--- src/smalu_pkg.sv ---
// ---------------------------------------------------------------------------
// smalu_pkg
// Types and codes shared by the sign-magnitude Q32.32 ALU pipeline.
// ---------------------------------------------------------------------------
`default_nettype none

package smalu_pkg;

    localparam int WHOLE_W = 32;
    localparam int FRAC_W  = 32;
    localparam int MAG_W   = WHOLE_W + FRAC_W;
    localparam int OP_W    = 3;
    localparam int CMP_W   = 2;

    typedef enum logic [OP_W-1:0] {
        OP_ADD = 3'd0,
        OP_SUB = 3'd1,
        OP_MUL = 3'd2,
        OP_CMP = 3'd3,
        OP_NEG = 3'd4
    } op_t;

    // two's complement compare codes
    localparam logic [CMP_W-1:0] CMP_LESS    = 2'b11;
    localparam logic [CMP_W-1:0] CMP_EQUAL   = 2'b00;
    localparam logic [CMP_W-1:0] CMP_GREATER = 2'b01;

    typedef struct packed {
        logic [WHOLE_W-1:0] whole;
        logic [FRAC_W-1:0]  frac;
        logic               neg;
    } num_t;

    typedef struct packed {
        op_t  op;
        num_t left;
        num_t right;
    } req_t;

    // after stage 1: operands ordered for add, compare done, partial products
    typedef struct packed {
        op_t              op;
        logic [MAG_W-1:0] add_a;
        logic [MAG_W-1:0] add_b;
        logic             add_same;
        logic             add_neg;
        logic [CMP_W-1:0] cmp;
        num_t             neg_res;
        logic             mul_neg;
        logic [MAG_W-1:0] p00;
        logic [MAG_W-1:0] p01;
        logic [MAG_W-1:0] p10;
        logic [MAG_W-1:0] p11;
    } s1_t;

    // after stage 2: non-multiply result settled, product middle column summed
    typedef struct packed {
        logic               is_mul;
        logic [MAG_W-1:0]   res_mag;
        logic               res_neg;
        logic               ovf;
        logic [CMP_W-1:0]   cmp;
        logic [FRAC_W+1:0]  mid;
        logic [FRAC_W-1:0]  p01_hi;
        logic [FRAC_W-1:0]  p10_hi;
        logic [MAG_W-1:0]   p11;
        logic               unf;
        logic               mul_neg;
    } s2_t;

    typedef struct packed {
        logic [WHOLE_W-1:0] whole;
        logic [FRAC_W-1:0]  frac;
        logic               neg;
        logic               ovf;
        logic               unf;
        logic [CMP_W-1:0]   cmp;
    } alu_res_t;

endpackage

`default_nettype wire

--- src/smalu_back.sv ---
// ---------------------------------------------------------------------------
// smalu_back
// Stage 3: upper product column, overflow check, zero sign cleanup and the
// output register.
// ---------------------------------------------------------------------------
`default_nettype none

module smalu_back
(
    input  logic                 clk,
    input  logic                 rst_n,
    input  logic                 in_valid,
    output logic                 in_ready,
    input  smalu_pkg::s2_t       in_data,
    output logic                 out_valid,
    input  logic                 out_ready,
    output smalu_pkg::alu_res_t  out_data
);
    import smalu_pkg::*;

    logic              valid_reg;
    logic              valid_next;
    alu_res_t          data_reg;
    alu_res_t          data_next;
    logic [FRAC_W+1:0] high;

    assign in_ready  = !valid_reg || out_ready;
    assign out_valid = valid_reg;
    assign out_data  = data_reg;

    assign high = (FRAC_W+2)'(in_data.p01_hi)
                + (FRAC_W+2)'(in_data.p10_hi)
                + (FRAC_W+2)'(in_data.p11[FRAC_W-1:0])
                + (FRAC_W+2)'(in_data.mid[FRAC_W+1:FRAC_W]);

    always_comb
    begin
        data_next = data_reg;
        if (in_data.is_mul)
        begin
            data_next.whole = high[WHOLE_W-1:0];
            data_next.frac  = in_data.mid[FRAC_W-1:0];
            data_next.neg   = in_data.mul_neg;
            data_next.ovf   = (|in_data.p11[MAG_W-1:FRAC_W]) || (|high[FRAC_W+1:FRAC_W]);
            data_next.unf   = in_data.unf;
            data_next.cmp   = CMP_EQUAL;
        end
        else
        begin
            data_next.whole = in_data.res_mag[MAG_W-1:FRAC_W];
            data_next.frac  = in_data.res_mag[FRAC_W-1:0];
            data_next.neg   = in_data.res_neg;
            data_next.ovf   = in_data.ovf;
            data_next.unf   = 1'b0;
            data_next.cmp   = in_data.cmp;
        end
        // zero is never negative
        if (data_next.whole == '0 && data_next.frac == '0)
            data_next.neg = 1'b0;
    end

    assign valid_next = in_ready ? in_valid : valid_reg;

    always_ff @(posedge clk or negedge rst_n)
    begin
        if (!rst_n)
            valid_reg <= 1'b0;
        else
            valid_reg <= valid_next;
    end

    always_ff @(posedge clk)
    begin
        if (in_valid && in_ready)
            data_reg <= data_next;
    end

endmodule

`default_nettype wire
--- config.mk ---
export PLATFORM = sky130hd
export DESIGN_NAME = smalu_back
export DESIGN_NICKNAME = d
export VERILOG_FILES = /design/src/smalu_pkg.sv /design/src/smalu_back.sv
export SDC_FILE = /design/constraint.sdc
export NUM_CORES = 1
export LEC_CHECK = 0
export ABC_AREA = 1
export BUFFER_PORTS_ARGS = -buffer_cell sky130_fd_sc_hd__buf_2
export CORE_MARGIN = 1.5
export CORE_UTILIZATION = 53
export CTS_CLUSTER_DIAMETER = 80
export DETAILED_ROUTE_END_ITERATION = 16
export GPL_ROUTABILITY_DRIVEN = 1
export HOLD_SLACK_MARGIN = 0.1
export PLACE_DENSITY = 0.95
export SETUP_SLACK_MARGIN = 0.1
export SLEW_MARGIN = 15
export SYNTH_ARGS = -nofsm -noshare
export SYNTH_HDL_FRONTEND = slang
export SYNTH_SLANG_ARGS = --single-unit
--- constraint.sdc ---
create_clock -name clk -period 10.95 [get_ports clk]
set_input_delay 1.6425 -clock clk [delete_from_list [all_inputs] [get_ports clk]]
set_output_delay 1.6425 -clock clk [all_outputs]
set_load 0.03 [all_outputs]
; ---- Word level (Yosys, flattened, before mapping)
; Index checks and enable logic that the tools add are counted.
[op_classes]
addsub = 3
muxes = 1
reduce_logical = 9
[ops]
columns = cell, count
row1 = $mux W69, 1
row2 = $logic_not A32 Y1, 2
row3 = $add A33 B32 Y34, 1
row4 = $add A34 B2 Y34, 1
row5 = $add A32 B32 Y33, 1
row6 = $reduce_or A32 Y1, 1
row7 = $logic_and A1 B1 Y1, 2
row8 = $logic_or A1 B1 Y1, 2
row9 = $reduce_or A2 Y1, 1
row10 = $logic_not A1 Y1, 1
[word_totals]
register_bits = 70
inputBits = 237
out_inout_bits = 71
wordCells = 20

; ---- Depth between registers and ports, before layout
[depth]
depth_word = 8
mapped_depth = 23
depth_no_buf = 23

; ---- Worst setup path after synthesis
; No wires, ideal clock.
[synth_path]
kind = input-to-reg
from = input port in_valid
to = register data_reg (netlist bit out_data[0]), enable pin
setup_ns = 0.519
arrival_ns = 5.030
t_required_ns = 10.431
setup_slack_ns = 5.401
cell_stages = 2
path_cell_list = inv_1 a21oi_1
[synth_via]
elab_chain_len = 1
[synth_rtl]
columns = element, line_no
row1 = "start, declared", smalu_back.sv:12  ; input logic in_valid,
row2 = $logic_and A1 B1 Y1, smalu_back.sv:74  ; if (in_valid && in_ready)
row3 = "end signal, assigned", smalu_back.sv:75  ; data_reg <= data_next;
row4 = "end, declared", smalu_back.sv:23  ; alu_res_t data_reg;
; Every way passes these cells.
; A chain may end at the register's enable or synchronous reset.

==> run_results.csv <==
group,metric,value,unit
power,p_seq_share,27.0,%
worst_setup_path,cp_slowest_cell,"fa_1",
power,netSwitchingFraction,41.07,%
sta,timing.final.ws_setup,6140,ps
synthesis,ys_seq_elements,70,
cells_and_area,area_delta_synth_final,27.59,%
status,outcome,"finished clean",
floorplan,design.die.area,14340,µm²
synthesis,syn_nets,1401,
global_route,grt_pass1_wl,33180,µm
clock_tree,cts_tree,"yes",
place,io_buffer_count,307,
sta,period_minus_slack,4810,ps
worst_setup_path,cpLargestDelayFamily,"adder cells",
synthesis,synth.most_common_cell,"nand2_1",
synthesis,synthTopCellsByCount,"nand2_1, inv_1, nor2_1",
cells_and_area,fin_nets,1706,
synthesis,synth_top_area_share,28.68,%
sta,fmax,0.2079,GHz
worst_setup_path,cp-end-kind,"flop",
power,powerDensity,135.7,nW/µm²
sta,setup_viol,0,
floorplan,fp.dieW,119.8,µm
worst_setup_path,cp_max_fo,4,
worst_setup_path,cp.depth,24,
hold_path,min_path_cells,2,
clock_tree,clock_latency,320,ps
synthesis,synth_ff_type,"edfxtp_1",
clock_tree,h-tree-depth,3,
global_route,antenna_found_initial,1,
worst_setup_path,max_stage_delay,560,ps
job,cap_violations,0,
synthesis,synth_cell_type_count,30,
routing,routed_via_density,4.920,
power,p_leak,5.512,nW
global_route,first_global_vias,7239,
clock_tree,path_clk_slew,50,ps
sta,hold_ws,624.0,ps
sta,hold_violations,0,
synthesis,ys_seq_area_share,29.03,%
routing,wire_per_inst,13.35,µm
synthesis,synth_edf_count,69,
routing,drt_iter0_markers,534,
worst_setup_path,r2r_start,"out_valid",
hold_path,hp-class,"flop to flop",
power,p_int,0.7369,mW
clock_tree,cts_buffer_depth,2,
worst_setup_path,path_cells,"buf_2 -> inv_1 -> fa_1 -> fa_1 -> inv_1 -> ha_1 -> inv_1 -> fa_1 -> inv_1 -> nand2_1 -> nand2_1 -> nand3_1 -> nand2_1 -> nand2_1 -> nand2_1 -> nand2_1 -> nand3_1 -> nand2_1 -> nor2_1 -> nand2_1 -> nor2_1 -> nand2_1 -> nor2_1 -> a21oi_1",
sta,fin_tns_setup,0,ps
floorplan,rows,42,
routing,drt-total-wl,20740,µm
worst_setup_path,crit_top_cell,"nand2_1",
place,dp_hpwl,17660,µm
power,p_switching,0.5136,mW
worst_setup_path,critPathBufInv,5,
clock_tree,postCtsSetupRepairBufs,0,
worst_setup_path,worstSetupStartpointType,"primary input",
floorplan,coreArea,13300,µm²
sta,slew_headroom,30.82,%
place,dp_cells,1537,
global_route,grt_max_degree,80,
global_route,overflow,0,
worst_setup_path,r2r_cells,2,
worst_setup_path,criticalPathCategory,"primary input to flop",
synthesis,synth_top_cell_by_area,"edfxtp_1",
worst_setup_path,arrival,4860,ps
worst_setup_path,cp.required,11000,ps
synthesis,synthTopCellsByArea,"edfxtp_1, nand2_1, inv_1, ha_1, fa_1",
sta,worst_slew_pin_slew,1035,ps
clock_tree,numCtsBuffers,9,
power,clockPowerShare,22.6,%
cells_and_area,drive_above_1_share,23.89,%
routing,num_vias,7646,
routing,drc_errors,0,
sta,maxSlewViolCount,0,
floorplan,start_util,54.34,%
synthesis,synth-async-reset-ratio,1.429,%
place,dp_slack,5839,ps
clock_tree,clockRootBuffer,"clkbuf_16",
cells_and_area,fin_cells,1554,
synthesis,synth_cells,1067,
synthesis,syn_avg_cell_area,6.771,µm²
routing,ant_nets,0,
sta,period_share,43.92,%
worst_setup_path,crit_start,"in_data[3]",
clock_tree,cts_resized,0,
floorplan,io_pins,308,
clock_tree,clock-sinks,70,
synthesis,ys_warn_count,0,
place,place.gp.congestion,0.9560,
synthesis,synthesis.area,7224,µm²
cells_and_area,nFillCells,1113,
sta,rsz0062_at_grt,"no",
clock_tree,hold_buffers,0,
power,ir_drop,60.52,µV
global_route,grt_use_total,29.34,%
power,power.share.combinational,50.4,%
hold_path,min_from,"out_valid",
routing,drt_first_pass_iters,5,
sta,finClkSkew,3.864,ps
floorplan,die_h,119.8,µm
[registers in the layout, indices dropped and copies added (netlist names)]
name and flops:
out_data 69, out_valid 1
[cell usage in the layout (no fill, tap or decap), drive strengths merged]
cell     instances
a2111oi          1
a211oi           1
a21oi           21
a41oi            1
and2             2
buf            309
bufinv           1
clkbuf          15
dfrtp            1
diode            1
edfxtp          69
fa              34
ha              63
inv            256
mux2i            1
nand2          394
nand3           67
nand3b           4
nand4           12
nor2            93
nor3             6
nor4             6
o21ai           10
o21bai           1
or2              7
xnor2            2
[stage by stage]
stage	cell area (µm²)	utilization (%)	total power, mW
2_1_floorplan	7224	-	0.7807
4_1_cts	9215	69.31	1.251
3_5_place_dp	8917	67.07	0.9628
6_report	9218	69.33	1.251
5_1_grt	9218	69.33	1.354
3_3_place_gp	8917	67.07	0.9498
[per-layer routing]
metal	vias to the layer above	GRT usage [%]	share of wire (%)
li1	3859	-	-
met3	43	4.610	6.4
met5	-	0	0
met1	3437	33.73	39
met4	0	11.53	3.2
met2	307	54.38	51
[kinds of logic after synthesis]
logic type	Yosys count	synth area share, %
adder cells (fa/ha/maj)	97	20.33
buffers and inverters	271	14.55
multiplexers	1	0.1386
XOR/XNOR	2	0.2425
AO/OA/AOI/OAI	35	2.598
flip-flops	70	29.03
AND/OR/NAND/NOR	591	33.11
[final cells by class]
type                    count  area, µm²  share of cell area [%]
diodes                      1      2.502                 0.02715
clock buffers              15      267.8                   2.905
clock inverters             1      30.03                  0.3258
inverters                 256      960.9                   10.42
multi-input cells         726       4088                   44.35
flip-flops and latches     70       2097                   22.75
well taps                 176      220.2                   2.389
repair buffers            309       1551                   16.83
[power by group through the flow]
stage / clock network, mW / logic, mW / registers [mW]
after floorplan: 0 / 0.387 / 0.394
after CTS: 0.288 / 0.626 / 0.337
after global routing: 0.299 / 0.716 / 0.339
after detailed placement: 0 / 0.620 / 0.342
final: 0.283 / 0.630 / 0.337
after global placement: 0 / 0.609 / 0.341
[worst paths after layout]
check | slack (ps) | end
setup / recovery | 6140 | out_data[4]
hold / removal | 620 | out_valid
setup reg to reg | 8760 | out_data[22]
hold reg to reg | 620 | out_valid
max in group asynchronous | 9760 | out_valid
min in group asynchronous | 1090 | out_valid
[tightest hold or removal path, stage by stage (launching register included)]
cell     delay, ps
dfrtp_1        420
nand2_1        100
nand2_1         70
(Power assumes the default switching activity.)
