===== config.mk =====
export PLATFORM = sky130hd
export DESIGN_NAME = smalu_mid
export DESIGN_NICKNAME = d
export VERILOG_FILES = /design/src/smalu_pkg.sv /design/src/smalu_mid.sv
export SDC_FILE = /design/constraint.sdc
export NUM_CORES = 1
export LEC_CHECK = 0
export BUFFER_PORTS_ARGS = -buffer_cell sky130_fd_sc_hd__buf_4
export CORE_AREA = 2 2 268 270
export DETAILED_ROUTE_END_ITERATION = 16
export DIE_AREA = 0 0 270 272
export HOLD_SLACK_MARGIN = 0.03
export PLACE_DENSITY = 0.43
export SYNTH_ARGS = -nofsm -noshare
export SYNTH_HDL_FRONTEND = slang
export SYNTH_SLANG_ARGS = --single-unit

===== constraint.sdc =====
create_clock -name clk -period 17 [get_ports clk]
set_input_delay 1.7 -clock clk [delete_from_list [all_inputs] [get_ports clk]]
set_output_delay 1.7 -clock clk [all_outputs]
set_load 0.01 [all_outputs]

===== src/smalu_pkg.sv =====
// ---------------------------------------------------------------------------
// smalu_pkg
// Types and codes shared by the sign-magnitude Q32.32 ALU pipeline.
// ---------------------------------------------------------------------------
`default_nettype none

package smalu_pkg;

    localparam int WHOLE_W = 32;
    localparam int FRAC_W  = 32;
    localparam int MAG_W   = WHOLE_W + FRAC_W;
    localparam int OP_W    = 3;
    localparam int CMP_W   = 2;

    typedef enum logic [OP_W-1:0] {
        OP_ADD = 3'd0,
        OP_SUB = 3'd1,
        OP_MUL = 3'd2,
        OP_CMP = 3'd3,
        OP_NEG = 3'd4
    } op_t;

    // two's complement compare codes
    localparam logic [CMP_W-1:0] CMP_LESS    = 2'b11;
    localparam logic [CMP_W-1:0] CMP_EQUAL   = 2'b00;
    localparam logic [CMP_W-1:0] CMP_GREATER = 2'b01;

    typedef struct packed {
        logic [WHOLE_W-1:0] whole;
        logic [FRAC_W-1:0]  frac;
        logic               neg;
    } num_t;

    typedef struct packed {
        op_t  op;
        num_t left;
        num_t right;
    } req_t;

    // after stage 1: operands ordered for add, compare done, partial products
    typedef struct packed {
        op_t              op;
        logic [MAG_W-1:0] add_a;
        logic [MAG_W-1:0] add_b;
        logic             add_same;
        logic             add_neg;
        logic [CMP_W-1:0] cmp;
        num_t             neg_res;
        logic             mul_neg;
        logic [MAG_W-1:0] p00;
        logic [MAG_W-1:0] p01;
        logic [MAG_W-1:0] p10;
        logic [MAG_W-1:0] p11;
    } s1_t;

    // after stage 2: non-multiply result settled, product middle column summed
    typedef struct packed {
        logic               is_mul;
        logic [MAG_W-1:0]   res_mag;
        logic               res_neg;
        logic               ovf;
        logic [CMP_W-1:0]   cmp;
        logic [FRAC_W+1:0]  mid;
        logic [FRAC_W-1:0]  p01_hi;
        logic [FRAC_W-1:0]  p10_hi;
        logic [MAG_W-1:0]   p11;
        logic               unf;
        logic               mul_neg;
    } s2_t;

    typedef struct packed {
        logic [WHOLE_W-1:0] whole;
        logic [FRAC_W-1:0]  frac;
        logic               neg;
        logic               ovf;
        logic               unf;
        logic [CMP_W-1:0]   cmp;
    } alu_res_t;

endpackage

`default_nettype wire


===== src/smalu_mid.sv =====
// ---------------------------------------------------------------------------
// smalu_mid
// Stage 2: magnitude add/subtract, selection of the non-multiply results and
// the middle column of the product.
// ---------------------------------------------------------------------------
`default_nettype none

module smalu_mid
(
    input  logic            clk,
    input  logic            rst_n,
    input  logic            in_valid,
    output logic            in_ready,
    input  smalu_pkg::s1_t  in_data,
    output logic            out_valid,
    input  logic            out_ready,
    output smalu_pkg::s2_t  out_data
);
    import smalu_pkg::*;

    logic           valid_reg;
    logic           valid_next;
    s2_t            data_reg;
    s2_t            data_next;
    logic [MAG_W:0] sum;

    assign in_ready  = !valid_reg || out_ready;
    assign out_valid = valid_reg;
    assign out_data  = data_reg;

    // same signs add, different signs take the smaller from the larger
    assign sum = {1'b0, in_data.add_a}
               + {1'b0, (in_data.add_same ? in_data.add_b : ~in_data.add_b)}
               + (MAG_W+1)'(!in_data.add_same);

    always_comb
    begin
        data_next         = data_reg;
        data_next.is_mul  = 1'b0;
        data_next.res_mag = '0;
        data_next.res_neg = 1'b0;
        data_next.ovf     = 1'b0;
        data_next.cmp     = CMP_EQUAL;
        unique case (in_data.op)
            OP_ADD, OP_SUB:
            begin
                data_next.res_mag = sum[MAG_W-1:0];
                data_next.res_neg = in_data.add_neg;
                data_next.ovf     = in_data.add_same && sum[MAG_W];
            end
            OP_MUL:
                data_next.is_mul = 1'b1;
            OP_CMP:
                data_next.cmp = in_data.cmp;
            OP_NEG:
            begin
                data_next.res_mag = {in_data.neg_res.whole, in_data.neg_res.frac};
                data_next.res_neg = in_data.neg_res.neg;
            end
            default:
            begin
                data_next.is_mul = 1'b0;
            end
        endcase

        data_next.mid     = (FRAC_W+2)'(in_data.p00[MAG_W-1:FRAC_W])
                          + (FRAC_W+2)'(in_data.p01[FRAC_W-1:0])
                          + (FRAC_W+2)'(in_data.p10[FRAC_W-1:0]);
        data_next.p01_hi  = in_data.p01[MAG_W-1:FRAC_W];
        data_next.p10_hi  = in_data.p10[MAG_W-1:FRAC_W];
        data_next.p11     = in_data.p11;
        data_next.unf     = |in_data.p00[FRAC_W-1:0];
        data_next.mul_neg = in_data.mul_neg;
    end

    assign valid_next = in_ready ? in_valid : valid_reg;

    always_ff @(posedge clk or negedge rst_n)
    begin
        if (!rst_n)
            valid_reg <= 1'b0;
        else
            valid_reg <= valid_next;
    end

    always_ff @(posedge clk)
    begin
        if (in_valid && in_ready)
            data_reg <= data_next;
    end

endmodule

`default_nettype wire


### Yosys cells after proc, flatten, opt, wreduce, memory -nomap -nowiden

Index checks and enable logic that the tools add are counted.

* register bits: 234
* output and inout bits: 235

* mux-type cells: 3
* bitwise operators: 1
* add/sub/neg operators: 4
* eq/ne operators: 4
* reductions and logical operators: 8

Operator list (number)
* case mux 65 bit (2 select lines): 1
* adder 64 x 64 -> 65 bit: 1
* adder 65 x 1 -> 65 bit: 1
* two-way mux 64 bit: 1
* NOT 64 bit: 1
* adder 33 x 32 -> 34 bit: 1
* adder 32 x 32 -> 33 bit: 1
* OR reduction 32 bit: 1
* == test 3 x 2 -> 1 bit, second input constant: 2
* == test 3 x 1 -> 1 bit, second input constant: 1
* == test 3 bit, second input constant: 1
* zero test 3 bit: 1
* logical AND 1 bit: 2
* zero test 1 bit: 2
* OR reduction 2 bit: 1
* logical OR 1 bit: 1
* two-way mux 1 bit: 1

### Longest topological paths before layout

* depth after elaboration: 5
* depth in mapped cells: 15

### Least setup slack after synthesis

OpenSTA, ideal clock, no wires.

* kind: input to register
* from: in out_ready
* to: reg data_reg (netlist bit out_data[0]) (enable)
* buffers on the path: 0
* library setup time: 0.624 ns
* arrival time: 7.222 ns
* required time: 16.376 ns
* stages on the path: 2
* slack: 9.154 ns
* path through: nand2b_1 > and2_1

* word-level cells in the longest chain between the ends: 2

Ends and longest elaborated chain
* from (decl): RTL line smalu_mid.sv:16 `input logic out_ready,`
* logical OR 1 bit: RTL line smalu_mid.sv:27 `assign in_ready = !valid_reg || out_ready;`
* logical AND 1 bit: RTL line smalu_mid.sv:88 `if (in_valid && in_ready)`
* to (signal assigned): RTL line smalu_mid.sv:89 `data_reg <= data_next;`
* to (decl): RTL line smalu_mid.sv:23 `s2_t data_reg;`

Every way passes these cells.
A chain may end at the register's enable or synchronous reset.

==> flow_metrics.py <==
metrics = {
    "cts": {
        "cts_max_path_buffers": 3,
        "cts-buffers-inserted": 34,
        "cts_sinks": 234,
        "cts_resized": 0,
        "h-tree-depth": 2,
        "clk_pin_slew_ns": 0.06,
        "cts_tree": "built",
        "cts-root-buf": "clkbuf_16",
        "post_cts_buffers": 0,
        "clk_latency_ns": 0.54,
        "cts_hold_buf": 0,
    },
    "drt": {
        "via_per_inst": 4.394,
        "drtAntennaViolNets": 0,
        "routedWlPerCell_um": 22.21,
        "route.detailed.drc": 0,
        "vias": 12970,
        "drtIter0Drc": 767,
        "wirelength_mm": 65.57,
        "drtPass1Iterations": 5,
    },
    "logic_synthesis": {
        "synth_top_cell_by_area": "edfxtp_1",
        "synth_area_leaders": "edfxtp_1 47%, ha_1 9.2%, xnor2_1 6.9%, fa_1 4.6%, nand2_1 3.1%",
        "netlist_instances": 1276,
        "synth-seq-cells": 234,
        "syn_area_um2": 14750,
        "synth_top_cell_area_share_pct": 47.43,
        "synth-async-reset-ratio_pct": 0.4274,
        "synth.avg_cell_area_um2": 11.56,
        "syn_nets": 1880,
        "ys.flop_type": "edfxtp_1",
        "synth_edf_count": 233,
        "synth.distinct_cells": 87,
        "yosysSeqAreaShare_pct": 47.60,
        "synth_warnings": 0,
    },
    "placement": {
        "placed_area_um2": 21020,
        "place.gp.congestion": 0.9046,
        "dp_hpwl_mm": 54.24,
        "io_buffers": 695,
    },
    "critical_path": {
        "crit_type": "input port to flop",
        "cp_max_fo": 56,
        "path_cells": "buf_4 -> buf_4 -> xnor2_1 -> ha_1 -> and3_1 -> a31o_1 -> o31ai_1 -> a211oi_1 -> o21ai_0 -> a21oi_1 -> nor3_1 -> o21ai_0 -> xnor2_1 -> o21ai_0",
        "critPathMaxStageDelay_ns": 0.74,
        "startpoint_type": "input port",
        "critical_path_required_ns": 17.27,
        "endpoint_kind": "flop",
        "cpMostUsedCell": "o21ai_0",
        "cp_num_buf_inv": 2,
        "critPathSlowestCell": "buf_4",
        "cpLargestDelayFamily": "compound AO/OA/AOI/OAI gates",
        "crit_arrival_ns": 6.11,
    },
    "cells_and_area": {
        "regArea_um2": 7022,
        "n_fill_cell": 7362,
        "drive_above_1_share_pct": 40.14,
        "design_area_um2": 22120,
        "syn_to_final_growth_pct": 49.94,
        "multi_input_area_um2": 7438,
        "nets": 2578,
    },
    "pwr": {
        "ir_drop_mv": 0.06801,
        "power_leakage_uw": 0.009344,
        "powerDensity_nw_per_um2": 96.38,
    },
    "sta": {
        "fin_crit_sh_pct": 34.33,
        "timing.fmax_mhz": 171.4,
        "relSlewSlack_pct": 31.73,
        "max_slew.worst_pin.slew_ns": 1.024,
        "slew_viol_final": 0,
        "final_hold_viol_count": 0,
        "final.setup_skew_ns": 0.01270,
        "setup_viol": 0,
        "fin_setup_tns_ns": 0,
        "fin_crit_ns": 5.836,
        "grt_setup_unrepaired": "no",
    },
    "global_routing": {
        "grt_usage_pct": 17.06,
        "overflow": 0,
        "grt_pass1_vias": 13373,
        "grt_pass1_wl_mm": 92.52,
        "grt_start_max_net_pins": 73,
        "antenna_found_initial": 14,
    },
    "die": {
        "fp.dieW_um": 270,
        "die_area_um2": 73440,
        "coreArea_um2": 70750,
        "dieHeight_um": 272,
        "fp-row-count": 98,
        "ioPinCount": 696,
        "start_util_pct": 20.85,
    },
    "run": {
        "cap_violations": 0,
    },
    "worst_hold_path": {
        "hold_class": "flop to flop",
    },
    "run_status": {
        "run_status": "complete, no violations",
    },
}
[logic make-up after synthesis]
family	synth area share, %
simple gates	10.46
buf+inv	2.027
mux	0.06786
flops	47.60
compound gates	17.08
fa+ha+maj	13.86
xor+xnor	8.906
[sequential cells by signal (all words and copies together) (netlist names)]
signal and cells:
out_valid 1, out_data 233
[through the flow]
stage	worst slack, ns	std cells	hold WS [ns]	power [uW]	utilization, %
final	11.16	2952	0.5422	2132	31.26
after global routing	10.76	2952	0.5829	2250	31.26
after CTS	11.17	2948	0.5514	2174	31.25
after detailed placement	10.59	2888	0.5341	1427	29.71
after global placement	10.72	2888	0.5278	1428	29.71
after floorplan	9.154	1276	0.6221	1128	-
[cells in the mapped netlist (all sizes together) (25+ instances only)]
master    n
a21o     55
a21oi   100
clkbuf   25
edfxtp  233
fa       34
ha      109
inv      25
nand2   122
nand4    26
nor2     58
o21ai   106
xnor2   116
xor2     34
[layout by cell type (no fill, tap or decap), types with 4 or more instances in the layout]
master     synthesis  final
nand2b_1          14     14
diode_2            0      4
a21o_1            55     55
bufinv_16          0      4
nor2_1            57     57
clkbuf_1          25      9
clkbuf_16          0     34
nor2b_1            9      9
clkinv_2           0      4
xor2_1            34     34
fa_1              34     34
and2_1             5      4
xnor2_1          116    116
edfxtp_1         233    233
o21a_1            17     17
a32o_1             4      4
o21ai_1           22     22
a31oi_1            8      8
nand4_1           23     23
inv_1             24     24
ha_1             109    109
a22o_1             7      7
nor4_1            10     10
nor3_1            10     10
nand2_1          122    122
clkinv_1           0      4
or3_1              7      7
or2_2              8      8
a21oi_1           91     91
nand3_1           13     13
o21ai_0           80     80
and3_1             9      9
a21oi_2            9      9
a211oi_1           6      6
o21bai_1          14     14
buf_4              1    703
o31ai_1            5      5
[final cells by class]
type,instances,share of cell area [%]
clock buffers,43,3.999
repair buffers,703,23.86
diodes,4,0.04525
multi-input cells,976,33.63
flip-flops and latches,234,31.75
clock inverters,17,0.9221
well taps,950,5.374
inverters,25,0.4243
[power by group]
part / internal, uW / switching, uW
Sequential: 705 / 15.3
Combinational: 311 / 380
Clock: 431 / 290
Total: 1450 / 685
[metal layers]
layer | share of wire, % | track usage (%) | vias to the layer above
li1 | - | - | 6174
met1 | 43 | 21.86 | 6270
met2 | 48 | 28.26 | 421
met3 | 6.3 | 4.276 | 89
met4 | 2.6 | 5.190 | 16
met5 | 0.16 | 0 | -
[worst min-delay path: stages (launching register included)]
cell and delay [ns]:
dfrtp_1 0.34, nand2b_1 0.09, nand2b_1 0.08
[path summary, 6_finish.rpt]
| check | depth (start not counted) | start | end | slack (ns) |
|---|---|---|---|---|
| max reg2reg | 3 | out_valid$_DFFE_PN0N_ | out_data[99]$_DFFE_PP_ | 14.44 |
| min | 2 | out_valid$_DFFE_PN0N_ | out_valid$_DFFE_PN0N_ | 0.54 |
| max in group asynchronous | 1 | rst_n | out_valid$_DFFE_PN0N_ | 15.99 |
| min in group asynchronous | 1 | rst_n | out_valid$_DFFE_PN0N_ | 0.92 |
| min reg2reg | 2 | out_valid$_DFFE_PN0N_ | out_valid$_DFFE_PN0N_ | 0.54 |
| max | 14 | in_data[325] | out_data[223]$_DFFE_PP_ | 11.16 |
Power figures use the tool's default switching activity.
